`src/rtl/pap_pkg.sv`:
```
// Package for the priority aging process scheduler.
// Holds table sizes, the entry layout, result codes and FSM states.
// No dependencies.
package pap_pkg;
  localparam int unsigned MAX_PROCESSES = 16;
  localparam int unsigned IDX_W  = $clog2(MAX_PROCESSES);
  localparam int unsigned LINK_W = $clog2(MAX_PROCESSES + 1);
  localparam logic [LINK_W-1:0] LINK_NONE = LINK_W'(MAX_PROCESSES);

  typedef struct packed {
    logic [7:0]        pid;
    logic signed [15:0] prio;
    logic [15:0]       need;
    logic [15:0]       used;
    logic [LINK_W-1:0] next;
  } entry_t;

  localparam int unsigned ENTRY_W = $bits(entry_t);

  typedef enum logic [2:0] {
    EV_ADDED    = 3'd0,
    EV_REJECTED = 3'd1,
    EV_REQUEUED = 3'd2,
    EV_FINISHED = 3'd3,
    EV_IDLE     = 3'd4
  } event_e;

  typedef enum logic [3:0] {
    ST_IDLE,
    ST_TK_RD,
    ST_INS_START,
    ST_INS_CMP,
    ST_INS_WI,
    ST_INS_WP,
    ST_WK_START,
    ST_WK_CMP,
    ST_WK_W1,
    ST_WK_W2,
    ST_BK_START,
    ST_BK_HEAD,
    ST_BK_CMP,
    ST_BK_W1,
    ST_BK_W2,
    ST_DONE
  } state_e;
endpackage

```
`src/rtl/pap_ram.sv`:
```
// Generic single write, single read RAM with registered read data.
// Standalone; no package dependency.
module pap_ram #(
  parameter int unsigned WIDTH = 8,
  parameter int unsigned DEPTH = 16
) (
  input  logic                     clk_i,
  input  logic                     we_i,
  input  logic [$clog2(DEPTH)-1:0] waddr_i,
  input  logic [WIDTH-1:0]         wdata_i,
  input  logic [$clog2(DEPTH)-1:0] raddr_i,
  output logic [WIDTH-1:0]         rdata_o
);
  logic [WIDTH-1:0] mem_q [DEPTH];

  always_ff @(posedge clk_i) begin
    if (we_i) begin
      mem_q[waddr_i] <= wdata_i;
    end
    rdata_o <= mem_q[raddr_i];
  end
endmodule

```
`src/rtl/priority_aging_process_scheduler.sv`:
```
// Top level of the priority aging process scheduler: list walker FSM around
// the process table RAM (pap_ram) and the free map. Uses pap_pkg.
//
// One request at a time. An add walks the ready list to insert; a requeued
// tick walks the lists for ready insert, blocked scan and blocked run. The
// read of the next entry is issued while the current one is compared, and
// each relink is a single RAM write. A result is held in an output
// register; the next request is taken once the FSM is back in idle.
module priority_aging_process_scheduler (
  input  logic         clk_i,
  input  logic         rst_ni,
  input  logic         in_valid_i,
  output logic         in_ready_o,
  input  logic         mode_i,
  input  logic [7:0]   process_id_i,
  input  logic signed [15:0] priority_req_i,
  input  logic [15:0]  total_time_i,
  output logic         out_valid_o,
  input  logic         out_ready_i,
  output logic [2:0]   event_res_o,
  output logic [7:0]   ran_id_o,
  output logic signed [15:0] priority_after_o,
  output logic [15:0]  run_so_far_o,
  output logic         woken_valid_o,
  output logic [7:0]   woken_id_o,
  output logic [6:0]   newly_blocked_o
);
  localparam int unsigned N  = pap_pkg::MAX_PROCESSES;
  localparam int unsigned IW = pap_pkg::IDX_W;
  localparam int unsigned LW = pap_pkg::LINK_W;

  pap_pkg::state_e state_q, state_d;
  logic [LW-1:0] rhead_q, rhead_d, bhead_q, bhead_d;
  logic [N-1:0]  free_q, free_d;
  logic [LW-1:0] walk_q, walk_d, prev_q, prev_d, best_q, best_d, bprev_q, bprev_d;
  logic [LW-1:0] ins_q, ins_d;
  logic [LW-1:0] cnt_q, cnt_d;
  logic          tick_q, tick_d;
  pap_pkg::entry_t ce_q, ce_d, pe_q, pe_d, bd_q, bd_d, bpe_q, bpe_d;
  logic [2:0]    ev_q, ev_d;
  logic [7:0]    rid_q, rid_d, wid_q, wid_d;
  logic signed [15:0] pa_q, pa_d;
  logic [15:0]   run_q, run_d;
  logic          wv_q, wv_d;
  logic          ov_q, ov_d;
  logic [2:0]    oev_q, oev_d;
  logic [7:0]    orid_q, orid_d, owid_q, owid_d;
  logic signed [15:0] opa_q, opa_d;
  logic [15:0]   orun_q, orun_d;
  logic          owv_q, owv_d;
  logic [6:0]    onb_q, onb_d;

  logic            we;
  logic [IW-1:0]   waddr, raddr;
  pap_pkg::entry_t wdata, rdata;

  logic            accept, has_free, better;
  logic [IW-1:0]   free_idx;
  logic [15:0]     used_inc, rem_new, rem_best;

  pap_ram #(.WIDTH(pap_pkg::ENTRY_W), .DEPTH(N)) u_table (
    .clk_i  (clk_i),
    .we_i   (we),
    .waddr_i(waddr),
    .wdata_i(wdata),
    .raddr_i(raddr),
    .rdata_o(rdata)
  );

  assign in_ready_o = (state_q == pap_pkg::ST_IDLE);
  assign accept     = in_valid_i && in_ready_o;

  always_comb begin
    has_free = 1'b0;
    free_idx = '0;
    for (int i = N - 1; i >= 0; i--) begin
      if (free_q[i]) begin
        has_free = 1'b1;
        free_idx = IW'(i);
      end
    end
  end

  assign used_inc = rdata.used + 16'd1;
  assign rem_new  = rdata.need - rdata.used;
  assign rem_best = bd_q.need - bd_q.used;
  assign better   = (rdata.prio > bd_q.prio) ||
                    ((rdata.prio == bd_q.prio) && (rem_new < rem_best));

  always_comb begin
    state_d = state_q;
    case (state_q)
      pap_pkg::ST_IDLE: begin
        if (accept) begin
          if (!mode_i) begin
            state_d = has_free ? pap_pkg::ST_INS_START : pap_pkg::ST_DONE;
          end else begin
            state_d = (rhead_q == pap_pkg::LINK_NONE) ? pap_pkg::ST_DONE : pap_pkg::ST_TK_RD;
          end
        end
      end
      pap_pkg::ST_TK_RD: begin
        state_d = (used_inc == rdata.need) ? pap_pkg::ST_DONE : pap_pkg::ST_INS_START;
      end
      pap_pkg::ST_INS_START: begin
        state_d = (rhead_q == pap_pkg::LINK_NONE) ? pap_pkg::ST_INS_WI : pap_pkg::ST_INS_CMP;
      end
      pap_pkg::ST_INS_CMP: begin
        if ((ce_q.prio > rdata.prio) || (rdata.next == pap_pkg::LINK_NONE)) begin
          state_d = pap_pkg::ST_INS_WI;
        end
      end
      pap_pkg::ST_INS_WI: begin
        if (prev_q != pap_pkg::LINK_NONE) begin
          state_d = pap_pkg::ST_INS_WP;
        end else begin
          state_d = tick_q ? pap_pkg::ST_WK_START : pap_pkg::ST_DONE;
        end
      end
      pap_pkg::ST_INS_WP: begin
        state_d = tick_q ? pap_pkg::ST_WK_START : pap_pkg::ST_DONE;
      end
      pap_pkg::ST_WK_START: begin
        state_d = (bhead_q == pap_pkg::LINK_NONE) ? pap_pkg::ST_BK_START : pap_pkg::ST_WK_CMP;
      end
      pap_pkg::ST_WK_CMP: begin
        if (rdata.next == pap_pkg::LINK_NONE) begin
          state_d = pap_pkg::ST_WK_W1;
        end
      end
      pap_pkg::ST_WK_W1:    state_d = pap_pkg::ST_WK_W2;
      pap_pkg::ST_WK_W2:    state_d = pap_pkg::ST_BK_START;
      pap_pkg::ST_BK_START: state_d = pap_pkg::ST_BK_HEAD;
      pap_pkg::ST_BK_HEAD: begin
        state_d = (rdata.next == pap_pkg::LINK_NONE) ? pap_pkg::ST_DONE : pap_pkg::ST_BK_CMP;
      end
      pap_pkg::ST_BK_CMP: begin
        if (rdata.prio >= bd_q.prio) begin
          if (rdata.next == pap_pkg::LINK_NONE) begin
            state_d = pap_pkg::ST_BK_W1;
          end
        end else begin
          state_d = (cnt_q != '0) ? pap_pkg::ST_BK_W1 : pap_pkg::ST_DONE;
        end
      end
      pap_pkg::ST_BK_W1: state_d = pap_pkg::ST_BK_W2;
      pap_pkg::ST_BK_W2: state_d = pap_pkg::ST_DONE;
      pap_pkg::ST_DONE: begin
        if (!ov_q || out_ready_i) begin
          state_d = pap_pkg::ST_IDLE;
        end
      end
      default: state_d = pap_pkg::ST_IDLE;
    endcase
  end

  always_comb begin
    rhead_d = rhead_q;  bhead_d = bhead_q;  free_d = free_q;
    walk_d  = walk_q;   prev_d  = prev_q;   best_d = best_q;  bprev_d = bprev_q;
    ins_d   = ins_q;    cnt_d   = cnt_q;    tick_d = tick_q;
    ce_d    = ce_q;     pe_d    = pe_q;     bd_d   = bd_q;    bpe_d   = bpe_q;
    ev_d    = ev_q;     rid_d   = rid_q;    wid_d  = wid_q;   pa_d    = pa_q;
    run_d   = run_q;    wv_d    = wv_q;
    ov_d    = ov_q && !out_ready_i;
    oev_d   = oev_q;    orid_d  = orid_q;   owid_d = owid_q;  opa_d   = opa_q;
    orun_d  = orun_q;   owv_d   = owv_q;    onb_d  = onb_q;
    we      = 1'b0;
    waddr   = '0;
    wdata   = ce_q;
    raddr   = rhead_q[IW-1:0];
    case (state_q)
      pap_pkg::ST_IDLE: begin
        if (accept) begin
          ev_d = pap_pkg::EV_ADDED;  rid_d = '0;  wid_d = '0;  pa_d = '0;
          run_d = '0;  wv_d = 1'b0;  cnt_d = '0;  tick_d = mode_i;
          if (!mode_i) begin
            if (!has_free) begin
              ev_d = pap_pkg::EV_REJECTED;
            end else begin
              free_d[free_idx] = 1'b0;
              ins_d = LW'(free_idx);
              ce_d  = '{pid: process_id_i, prio: priority_req_i, need: total_time_i,
                        used: 16'd0, next: pap_pkg::LINK_NONE};
            end
          end else begin
            if (rhead_q == pap_pkg::LINK_NONE) begin
              ev_d = pap_pkg::EV_IDLE;
            end
            ins_d = rhead_q;
          end
        end
      end
      pap_pkg::ST_TK_RD: begin
        rhead_d = rdata.next;
        rid_d   = rdata.pid;
        run_d   = used_inc;
        if (used_inc == rdata.need) begin
          ev_d = pap_pkg::EV_FINISHED;
          pa_d = rdata.prio;
          free_d[ins_q[IW-1:0]] = 1'b1;
        end else begin
          ev_d = pap_pkg::EV_REQUEUED;
          ce_d = rdata;
          ce_d.used = used_inc;
          if (rdata.prio != 16'sh8000) begin
            ce_d.prio = rdata.prio - 16'sd1;
          end
          pa_d = ce_d.prio;
        end
      end
      pap_pkg::ST_INS_START: begin
        walk_d = rhead_q;
        prev_d = pap_pkg::LINK_NONE;
        raddr  = rhead_q[IW-1:0];
      end
      pap_pkg::ST_INS_CMP: begin
        if (!(ce_q.prio > rdata.prio)) begin
          prev_d = walk_q;
          pe_d   = rdata;
          walk_d = rdata.next;
          raddr  = rdata.next[IW-1:0];
        end
      end
      pap_pkg::ST_INS_WI: begin
        we    = 1'b1;
        waddr = ins_q[IW-1:0];
        wdata = ce_q;
        wdata.next = walk_q;
        if (prev_q == pap_pkg::LINK_NONE) begin
          rhead_d = ins_q;
        end
      end
      pap_pkg::ST_INS_WP: begin
        we    = 1'b1;
        waddr = prev_q[IW-1:0];
        wdata = pe_q;
        wdata.next = ins_q;
      end
      pap_pkg::ST_WK_START: begin
        walk_d  = bhead_q;
        prev_d  = pap_pkg::LINK_NONE;
        bprev_d = pap_pkg::LINK_NONE;
        raddr   = bhead_q[IW-1:0];
      end
      pap_pkg::ST_WK_CMP: begin
        if (prev_q == pap_pkg::LINK_NONE) begin
          best_d = walk_q;
          bd_d   = rdata;
        end else if (better) begin
          best_d  = walk_q;
          bd_d    = rdata;
          bprev_d = prev_q;
          bpe_d   = pe_q;
        end
        prev_d = walk_q;
        pe_d   = rdata;
        walk_d = rdata.next;
        raddr  = rdata.next[IW-1:0];
      end
      pap_pkg::ST_WK_W1: begin
        if (bprev_q != pap_pkg::LINK_NONE) begin
          we    = 1'b1;
          waddr = bprev_q[IW-1:0];
          wdata = bpe_q;
          wdata.next = bd_q.next;
        end else begin
          bhead_d = bd_q.next;
        end
      end
      pap_pkg::ST_WK_W2: begin
        we    = 1'b1;
        waddr = best_q[IW-1:0];
        wdata = bd_q;
        wdata.next = rhead_q;
        rhead_d = best_q;
        wv_d    = 1'b1;
        wid_d   = bd_q.pid;
      end
      pap_pkg::ST_BK_START: begin
        raddr = rhead_q[IW-1:0];
      end
      pap_pkg::ST_BK_HEAD: begin
        bd_d   = rdata;
        prev_d = rhead_q;
        pe_d   = rdata;
        walk_d = rdata.next;
        raddr  = rdata.next[IW-1:0];
      end
      pap_pkg::ST_BK_CMP: begin
        if (rdata.prio >= bd_q.prio) begin
          prev_d = walk_q;
          pe_d   = rdata;
          walk_d = rdata.next;
          cnt_d  = cnt_q + LW'(1);
          raddr  = rdata.next[IW-1:0];
        end
      end
      pap_pkg::ST_BK_W1: begin
        we    = 1'b1;
        waddr = prev_q[IW-1:0];
        wdata = pe_q;
        wdata.next = bhead_q;
        bhead_d = bd_q.next;
      end
      pap_pkg::ST_BK_W2: begin
        we    = 1'b1;
        waddr = rhead_q[IW-1:0];
        wdata = bd_q;
        wdata.next = walk_q;
      end
      pap_pkg::ST_DONE: begin
        if (!ov_q || out_ready_i) begin
          ov_d   = 1'b1;
          oev_d  = ev_q;
          orid_d = rid_q;
          opa_d  = pa_q;
          orun_d = run_q;
          owv_d  = wv_q;
          owid_d = wid_q;
          onb_d  = 7'(cnt_q);
        end
      end
      default: ;
    endcase
  end

  always_ff @(posedge clk_i or negedge rst_ni) begin
    if (!rst_ni) begin
      state_q <= pap_pkg::ST_IDLE;
      rhead_q <= pap_pkg::LINK_NONE;
      bhead_q <= pap_pkg::LINK_NONE;
      free_q  <= '1;
      ov_q    <= 1'b0;
    end else begin
      state_q <= state_d;
      rhead_q <= rhead_d;
      bhead_q <= bhead_d;
      free_q  <= free_d;
      ov_q    <= ov_d;
    end
  end

  always_ff @(posedge clk_i) begin
    walk_q <= walk_d;  prev_q <= prev_d;  best_q <= best_d;  bprev_q <= bprev_d;
    ins_q  <= ins_d;   cnt_q  <= cnt_d;   tick_q <= tick_d;
    ce_q   <= ce_d;    pe_q   <= pe_d;    bd_q   <= bd_d;    bpe_q   <= bpe_d;
    ev_q   <= ev_d;    rid_q  <= rid_d;   wid_q  <= wid_d;   pa_q    <= pa_d;
    run_q  <= run_d;   wv_q   <= wv_d;
    oev_q  <= oev_d;   orid_q <= orid_d;  owid_q <= owid_d;  opa_q   <= opa_d;
    orun_q <= orun_d;  owv_q  <= owv_d;   onb_q  <= onb_d;
  end

  assign out_valid_o      = ov_q;
  assign event_res_o      = oev_q;
  assign ran_id_o         = orid_q;
  assign priority_after_o = opa_q;
  assign run_so_far_o     = orun_q;
  assign woken_valid_o    = owv_q;
  assign woken_id_o       = owid_q;
  assign newly_blocked_o  = onb_q;
endmodule

```
`config.mk`:
```
export PLATFORM = sky130hd
export DESIGN_NAME = priority_aging_process_scheduler
export DESIGN_NICKNAME = d
export VERILOG_FILES = /design/src/rtl/pap_pkg.sv /design/src/rtl/pap_ram.sv /design/src/rtl/priority_aging_process_scheduler.sv
export SDC_FILE = /design/constraint.sdc
export NUM_CORES = 2
export LEC_CHECK = 0
export BUFFER_PORTS_ARGS = -buffer_cell sky130_fd_sc_hd__buf_2
export CAP_MARGIN = 0
export CORE_AREA = 4 4 311 313
export DETAILED_ROUTE_END_ITERATION = 16
export DIE_AREA = 0 0 315 317
export PLACE_DENSITY = 0.77
export SYNTH_ARGS = -nofsm -noshare
export SYNTH_HDL_FRONTEND = slang
export SYNTH_HIERARCHICAL = 1
export SYNTH_SLANG_ARGS = --single-unit
```
`constraint.sdc`:
```
create_clock -name clk_i -period 12.5 [get_ports clk_i]
set_clock_uncertainty 0.2 [all_clocks]
set_input_delay 1.875 -clock clk_i [delete_from_list [all_inputs] [get_ports clk_i]]
set_output_delay 1.875 -clock clk_i [all_outputs]
set_load 0.05 [all_outputs]
```
# == Yosys cells after proc, flatten, opt, wreduce, memory -nomap -nowiden ==
# Memory sizes are Yosys's and may differ from the RTL's. A register that Yosys moved wholly into a read port is not among the register bits.
# Index checks and enable logic that the tools add are counted.
# totals
register_bits,405
mem_bits_rw,976
in_bits,45
out_inout_bits,61
wordCells,265
mem_count,1
# op_classes
add_sub_neg,5
magnitude_cmp,8
eq_ne,40
mux,118
bitwise,4
reduce_logical,46
# memory_table
name,depth,width,read_ports,rd_clocked_by_memory_dff,write_ports,line_no,text
u_table.mem_q,16,61,1,1,1,pap_ram.sv:14,logic [WIDTH-1:0] mem_q [DEPTH];
# op_table
cell,n
61-bit two-way mux,9
61-bit case mux with 6 select lines,1
61-bit case mux with 2 select lines,2
61-bit case mux with 3 select lines,1
4-bit two-way mux,32
16-bit two-way mux,7
16-bit case mux with 2 select lines,3
5-bit two-way mux,14
4-bit case mux with 16 select lines,1
5-bit case mux with 5 select lines,2
16-bit == test,2
"4-bit == test, second input constant",8
16-bit greater-than comparator,2
8-bit case mux with 2 select lines,2
16-bit subtractor,2
5-bit case mux with 2 select lines,3
1-bit two-way mux,26
"2-bit inequality test, second input constant",12
3-bit AND reduction,7
"5-bit == test, second input constant",4
4-bit case mux with 5 select lines,1
"16-bit by 1-bit adder with 16-bit output, second input constant",1
16-bit bitwise AND,1
"4-bit by 3-bit == test with 1-bit output, second input constant",4
34 further kinds,74

# == Depth between registers and ports, before layout ==
# depth
ltp_word,26
mapped_depth,18
depth_no_buf,18

# == Hierarchy ==
# Netlist, hierarchy kept.
# modules_own_cells
module,instances,cells_each,area_each_um2,seq_area_each_um2
pap_ram,1,1572,37765.0,30529.3
priority_aging_process_scheduler,1,1667,19991.7,12029.0

# == Least setup slack after synthesis ==
# OpenSTA, ideal clock, no wires.
# synth_path
path_type,flip-flop to flip-flop
start,register u_table.rdata_o[7] (read register of u_table.mem_q)
end,"register bd_q[0] in the netlist's numbering, enable pin"
setup_time_ns,0.590
t_arrival_ns,7.949
t_required_ns,11.710
setup_slack_ns,3.760
stages_incl_launch_ff,17
path_buffers,1
period_less_slack_ns,8.740
path_cell_list,dfxtp_1 > clkbuf_8 > inv_1 > ha_1 > nor2b_1 > o21ai_0 > a21boi_0 > o41ai_1 > o2111ai_1 > a31o_2 > a21oi_1 > xnor2_1 > ha_1 > a211o_1 > a41oi_1 > o31ai_1 > a311oi_1
# synth_via
elab_chain_cells,6
# synth_lines
item,line_no,text
"start, declared",pap_ram.sv:12,output logic [WIDTH-1:0] rdata_o
16-bit subtractor,priority_aging_process_scheduler.sv:85,assign rem_new = rdata.need - rdata.used;
16-bit less-than comparator,priority_aging_process_scheduler.sv:88,((rdata.prio == bd_q.prio) && (rem_new < rem_best));
1-bit logical AND,priority_aging_process_scheduler.sv:88,
1-bit logical OR,priority_aging_process_scheduler.sv:87,assign better = (rdata.prio > bd_q.prio) ||
3-bit inequality test (no source line),--,
2-bit AND reduction (no source line),--,
"end signal, assigned",priority_aging_process_scheduler.sv:346,ce_q <= ce_d; pe_q <= pe_d; bd_q <= bd_d; bpe_q <= bpe_d;
"end, declared",priority_aging_process_scheduler.sv:39,"pap_pkg::entry_t ce_q, ce_d, pe_q, pe_d, bd_q, bd_d, bpe_q, bpe_d;"
# No other way between the ends.
# A chain may end at the register's enable or synchronous reset.

# == Worst setup path after layout ==
# layout_path
start,register u_table.rdata_o[46] (read register of u_table.mem_q)
end,register u_table.rdata_o[42] (read register of u_table.mem_q)
# layout_via
elab_chain_cells,3
elab_cells_between_ends,5
cone_classes,order compare: 2; mux: 3
# layout_lines
item,line_no,text
16-bit >= comparator / 16-bit greater-than comparator (equally long branches),"priority_aging_process_scheduler.sv:290, priority_aging_process_scheduler.sv:217",
"4-bit two-way mux, on equally long branches","priority_aging_process_scheduler.sv:290, priority_aging_process_scheduler.sv:217",
4-bit case mux with 4 select lines *,priority_aging_process_scheduler.sv:171,case (state_q)
named net raddr[0],priority_aging_process_scheduler.sv:54,"logic [IW-1:0] waddr, raddr;"
# Mark *: on every way through the listed nets, which the timed path passes. The rest lies on a longest branch.

==> flow_metrics.env <==
export IMPL_portBuffers=103
export IMPL_drtPass1Iterations=9
export IMPL_yosysMostFrequentCell="edfxtp_1"
export IMPL_syn_to_final_growth_pct=11.4
export IMPL_synth_cell_types=89
export IMPL_die_w_um=315
export IMPL_synth_seq_cells=1442
export IMPL_vias_per_cell=6.80
export IMPL_slew_viol_final=0
export IMPL_grt_pass1_vias=32858
export IMPL_final_hold_viol_count=0
export IMPL_core_region_area_sq_um=94300
export IMPL_combPwrFrac=0.396
export IMPL_start_util=0.612
export IMPL_cts_tree="built"
export IMPL_drive_gt1_frac=0.200
export IMPL_num_rows=113
export IMPL_crit_fanout=45
export IMPL_cpMostUsedCell="buf_4"
export IMPL_synth_avg_cell_area_sq_um=17.8
export IMPL_slowest_delay_ns=0.85
export IMPL_ios=106
export IMPL_yosys_top_cells_area="edfxtp_1 70%, mux4_2 9.5%, dfxtp_1 2.1%"
export IMPL_drv_cap=0
export IMPL_worst_setup_path_start_kind="flop"
export IMPL_hold_slack_ns=0.217
export IMPL_yosysTopAreaCellShare=0.702
export IMPL_cts_buffers=141
export IMPL_grt_max_degree=90
export IMPL_power_density_nw_per_um2=311
export IMPL_fp_dieH_um=317
export IMPL_utilization=0.682
export IMPL_clock_sinks=1442
export IMPL_critPathBufInv=3
export IMPL_fmax_ghz=0.159
export IMPL_path_cells="ha_1 > a21o_1 > a21oi_1 > o21ai_0 > nor4_1 > o21ai_0 > buf_4 > and2_1 > nor2_1 > a221o_4 > buf_4 > buf_4 > mux4_2 > a22oi_1 > nand2_1"
export IMPL_slowest_stage="a221o_4"
export IMPL_setup_tns_ns=0
export IMPL_overflow=0
export IMPL_path_delay_family="compound AO/OA/AOI/OAI gates"
export IMPL_netlist_top_cells_count="1350 x edfxtp_1, 310 x nand2_1, 244 x mux4_2"
export IMPL_rsz0062_at_grt="no"
export IMPL_fin_crit_ns=6.28
export IMPL_clkPwrFrac=0.207
export IMPL_cts_root_buf="clkbuf_16"
export IMPL_gp_congestion=0.949
export IMPL_synth_top_cell_by_area="edfxtp_1"
export IMPL_wl_per_cell_um=30.3
export IMPL_ant_nets=0
export IMPL_num_vias=32468
export IMPL_synth_edf_count=1350
export IMPL_nets=3528
export IMPL_drc=0
export IMPL_critical_path_class="flop to flop"
export IMPL_p_leak_nw=21.8
export IMPL_antenna_found_initial=7
export IMPL_worst_pin_slew_ns=1.22
export IMPL_clk_pin_slew_ns=0.06
export IMPL_critical_path_endpoint_type="flop"
export IMPL_synth_area_sq_um=57800
export IMPL_hp_class="flop to flop"
export IMPL_synth_ff_type="edfxtp_1"
export IMPL_p_sw_mw=7.35
export IMPL_intPower_mw=12.7
export IMPL_finalCritPeriodShare=0.502
export IMPL_crit_arrival_ns=6.69
export IMPL_status="finished, final reports clean"
export IMPL_grt_pass1_wl_um=214000
export IMPL_async_flop_share=0.0215
export IMPL_swShare=0.367
export IMPL_clockBufferDepth=3
export IMPL_grtUsageTotal=0.294
export IMPL_yosysWarnings=6
export IMPL_ir_drop_mv=0.280
export IMPL_place_hpwl_um=82100
export IMPL_ctsHtreeMaxLevel=4
export IMPL_setup_violations=0
export IMPL_netlist_instances=3239
export IMPL_p_seq_frac=0.397
export IMPL_relSlewSlack=0.184
export IMPL_clk_latency_ns=0.75
export IMPL_worstPathRequired_ns=12.92
export IMPL_post_cts_buffers=0
export IMPL_wirelength_um=145000
export IMPL_first_iter_violations=4932
export IMPL_die_area_sq_um=99900
export IMPL_yosysSeqAreaShare=0.737
export IMPL_cts_repair_resized=0
export IMPL_hold_buffers=0
==> stage by stage <==
stage	power, mW	std cells	area, sq um	setup WS, ns
3_5_place_dp	15.8	4521	59800	6.19
4_1_cts	20.0	4776	64300	6.13
2_1_floorplan	13.4	3240	57800	3.76
5_1_grt	20.9	4777	64300	5.74
3_3_place_gp	15.5	4521	59800	6.25
6_report	20.0	4778	64300	6.22
==> sequential cells by signal (all words and copies together), names as in the netlist, 5 cells and up <==
signal,cells
cnt_q,5
bpe_q,56
pa_q,16
run_q,16
bd_q,61
walk_q,5
wid_q,8
ins_q,5
newly_blocked_o,5
free_q,16
woken_id_o,8
best_q,5
bhead_q,5
rid_q,8
run_so_far_o,16
bprev_q,5
prev_q,5
pe_q,56
u_table/rdata_o,61
rhead_q,5
ce_q,61
u_table/mem_q,976
ran_id_o,8
priority_after_o,16
==> worst register-to-register path: stages, from the launching register on <==
cell,delay [ns]
dfxtp_1,0.51
ha_1,0.32
a21o_1,0.18
a21oi_1,0.22
o21ai_0,0.12
nor4_1,0.32
o21ai_0,0.17
buf_4,0.19
and2_1,0.17
nor2_1,0.40
a221o_4,0.86
buf_4,0.65
buf_4,0.83
mux4_2,0.67
a22oi_1,0.25
nand2_1,0.10
==> placed cells by master (no fill, tap or decap), types with 24 or more instances in the layout <==
master	n
mux4_2	244
buf_2	103
nand3_1	27
edfxtp_1	1350
xnor2_1	46
buf_4	64
a21oi_1	55
clkbuf_1	40
inv_1	89
a222oi_1	56
ha_1	81
nand2_1	308
a21o_1	24
nor3_1	31
nor2_1	101
o21ai_0	71
dfxtp_1	61
a22oi_1	146
and3_1	26
clkbuf_16	144
==> area by class of cell <==
type                            count  area [sq um]
Inverter                           91           342
Fill cell                        5862         30000
Multi-Input combinational cell   1556         14300
Clock buffer                      206          4060
Timing Repair Buffer              168          1020
Antenna cell                        1          2.50
Clock inverter                     49           467
Sequential cell                  1442         42600
Tap cell                         1265          1580
==> path summary, 6_finish.rpt <==
| path | to | cells past startpoint | slack [ns] | start |
|---|---|---|---|---|
| setup / recovery | u_table/rdata_o[42]$_DFF_P_ | 15 | 6.22 | u_table/rdata_o[46]$_DFF_P_ |
| hold / removal | run_so_far_o[15]$_DFFE_PP_ | 0 | 0.22 | run_q[15]$_SDFFCE_PN0P_ |
| setup reg to reg | u_table/rdata_o[42]$_DFF_P_ | 15 | 6.22 | u_table/rdata_o[46]$_DFF_P_ |
| hold reg to reg | run_so_far_o[15]$_DFFE_PP_ | 0 | 0.22 | run_q[15]$_SDFFCE_PN0P_ |
| max in group asynchronous | rhead_q[1]$_DFFE_PN0P_ | 1 | 10.58 | rst_ni |
| min in group asynchronous | bhead_q[3]$_DFFE_PN0P_ | 1 | 1.01 | rst_ni |
==> layer usage <==
metal | vias to the layer above | share of wire | global-route usage
met2 | 2206 | 0.49 | 0.478
met4 | 8 | 0.038 | 0.109
met1 | 16470 | 0.36 | 0.401
met3 | 385 | 0.11 | 0.0622
met5 | - | 0.00042 | 0
li1 | 13399 | - | -
==> kinds of logic (layout without fill, tap and decap cells) <==
| group | count (synthesis) | in the layout | synth area share |
|---|---|---|---|
| AOI/OAI and AO/OA | 494 | 494 | 0.0636 |
| xor gates and xnor gates | 68 | 68 | 0.0108 |
| adders and majority gates | 83 | 83 | 0.0182 |
| buffers and inverters | 242 | 514 | 0.0196 |
| DFF | 1442 | 1442 | 0.737 |
| muxes | 263 | 263 | 0.0987 |
| other | 1 | 3 | 0.0000649 |
| and+or+nand+nor | 646 | 646 | 0.0522 |
==> power by group through the flow <==
stage,clock [mW],sequential (mW),combinational (mW)
5_1_grt,4.40,8.01,8.51
3_5_place_dp,0,8.01,7.78
4_1_cts,4.19,7.93,7.87
3_3_place_gp,0,7.94,7.54
2_1_floorplan,0,7.86,5.58
6_report,4.14,7.94,7.93
No activity file was read; power rests on OpenSTA's default activity.
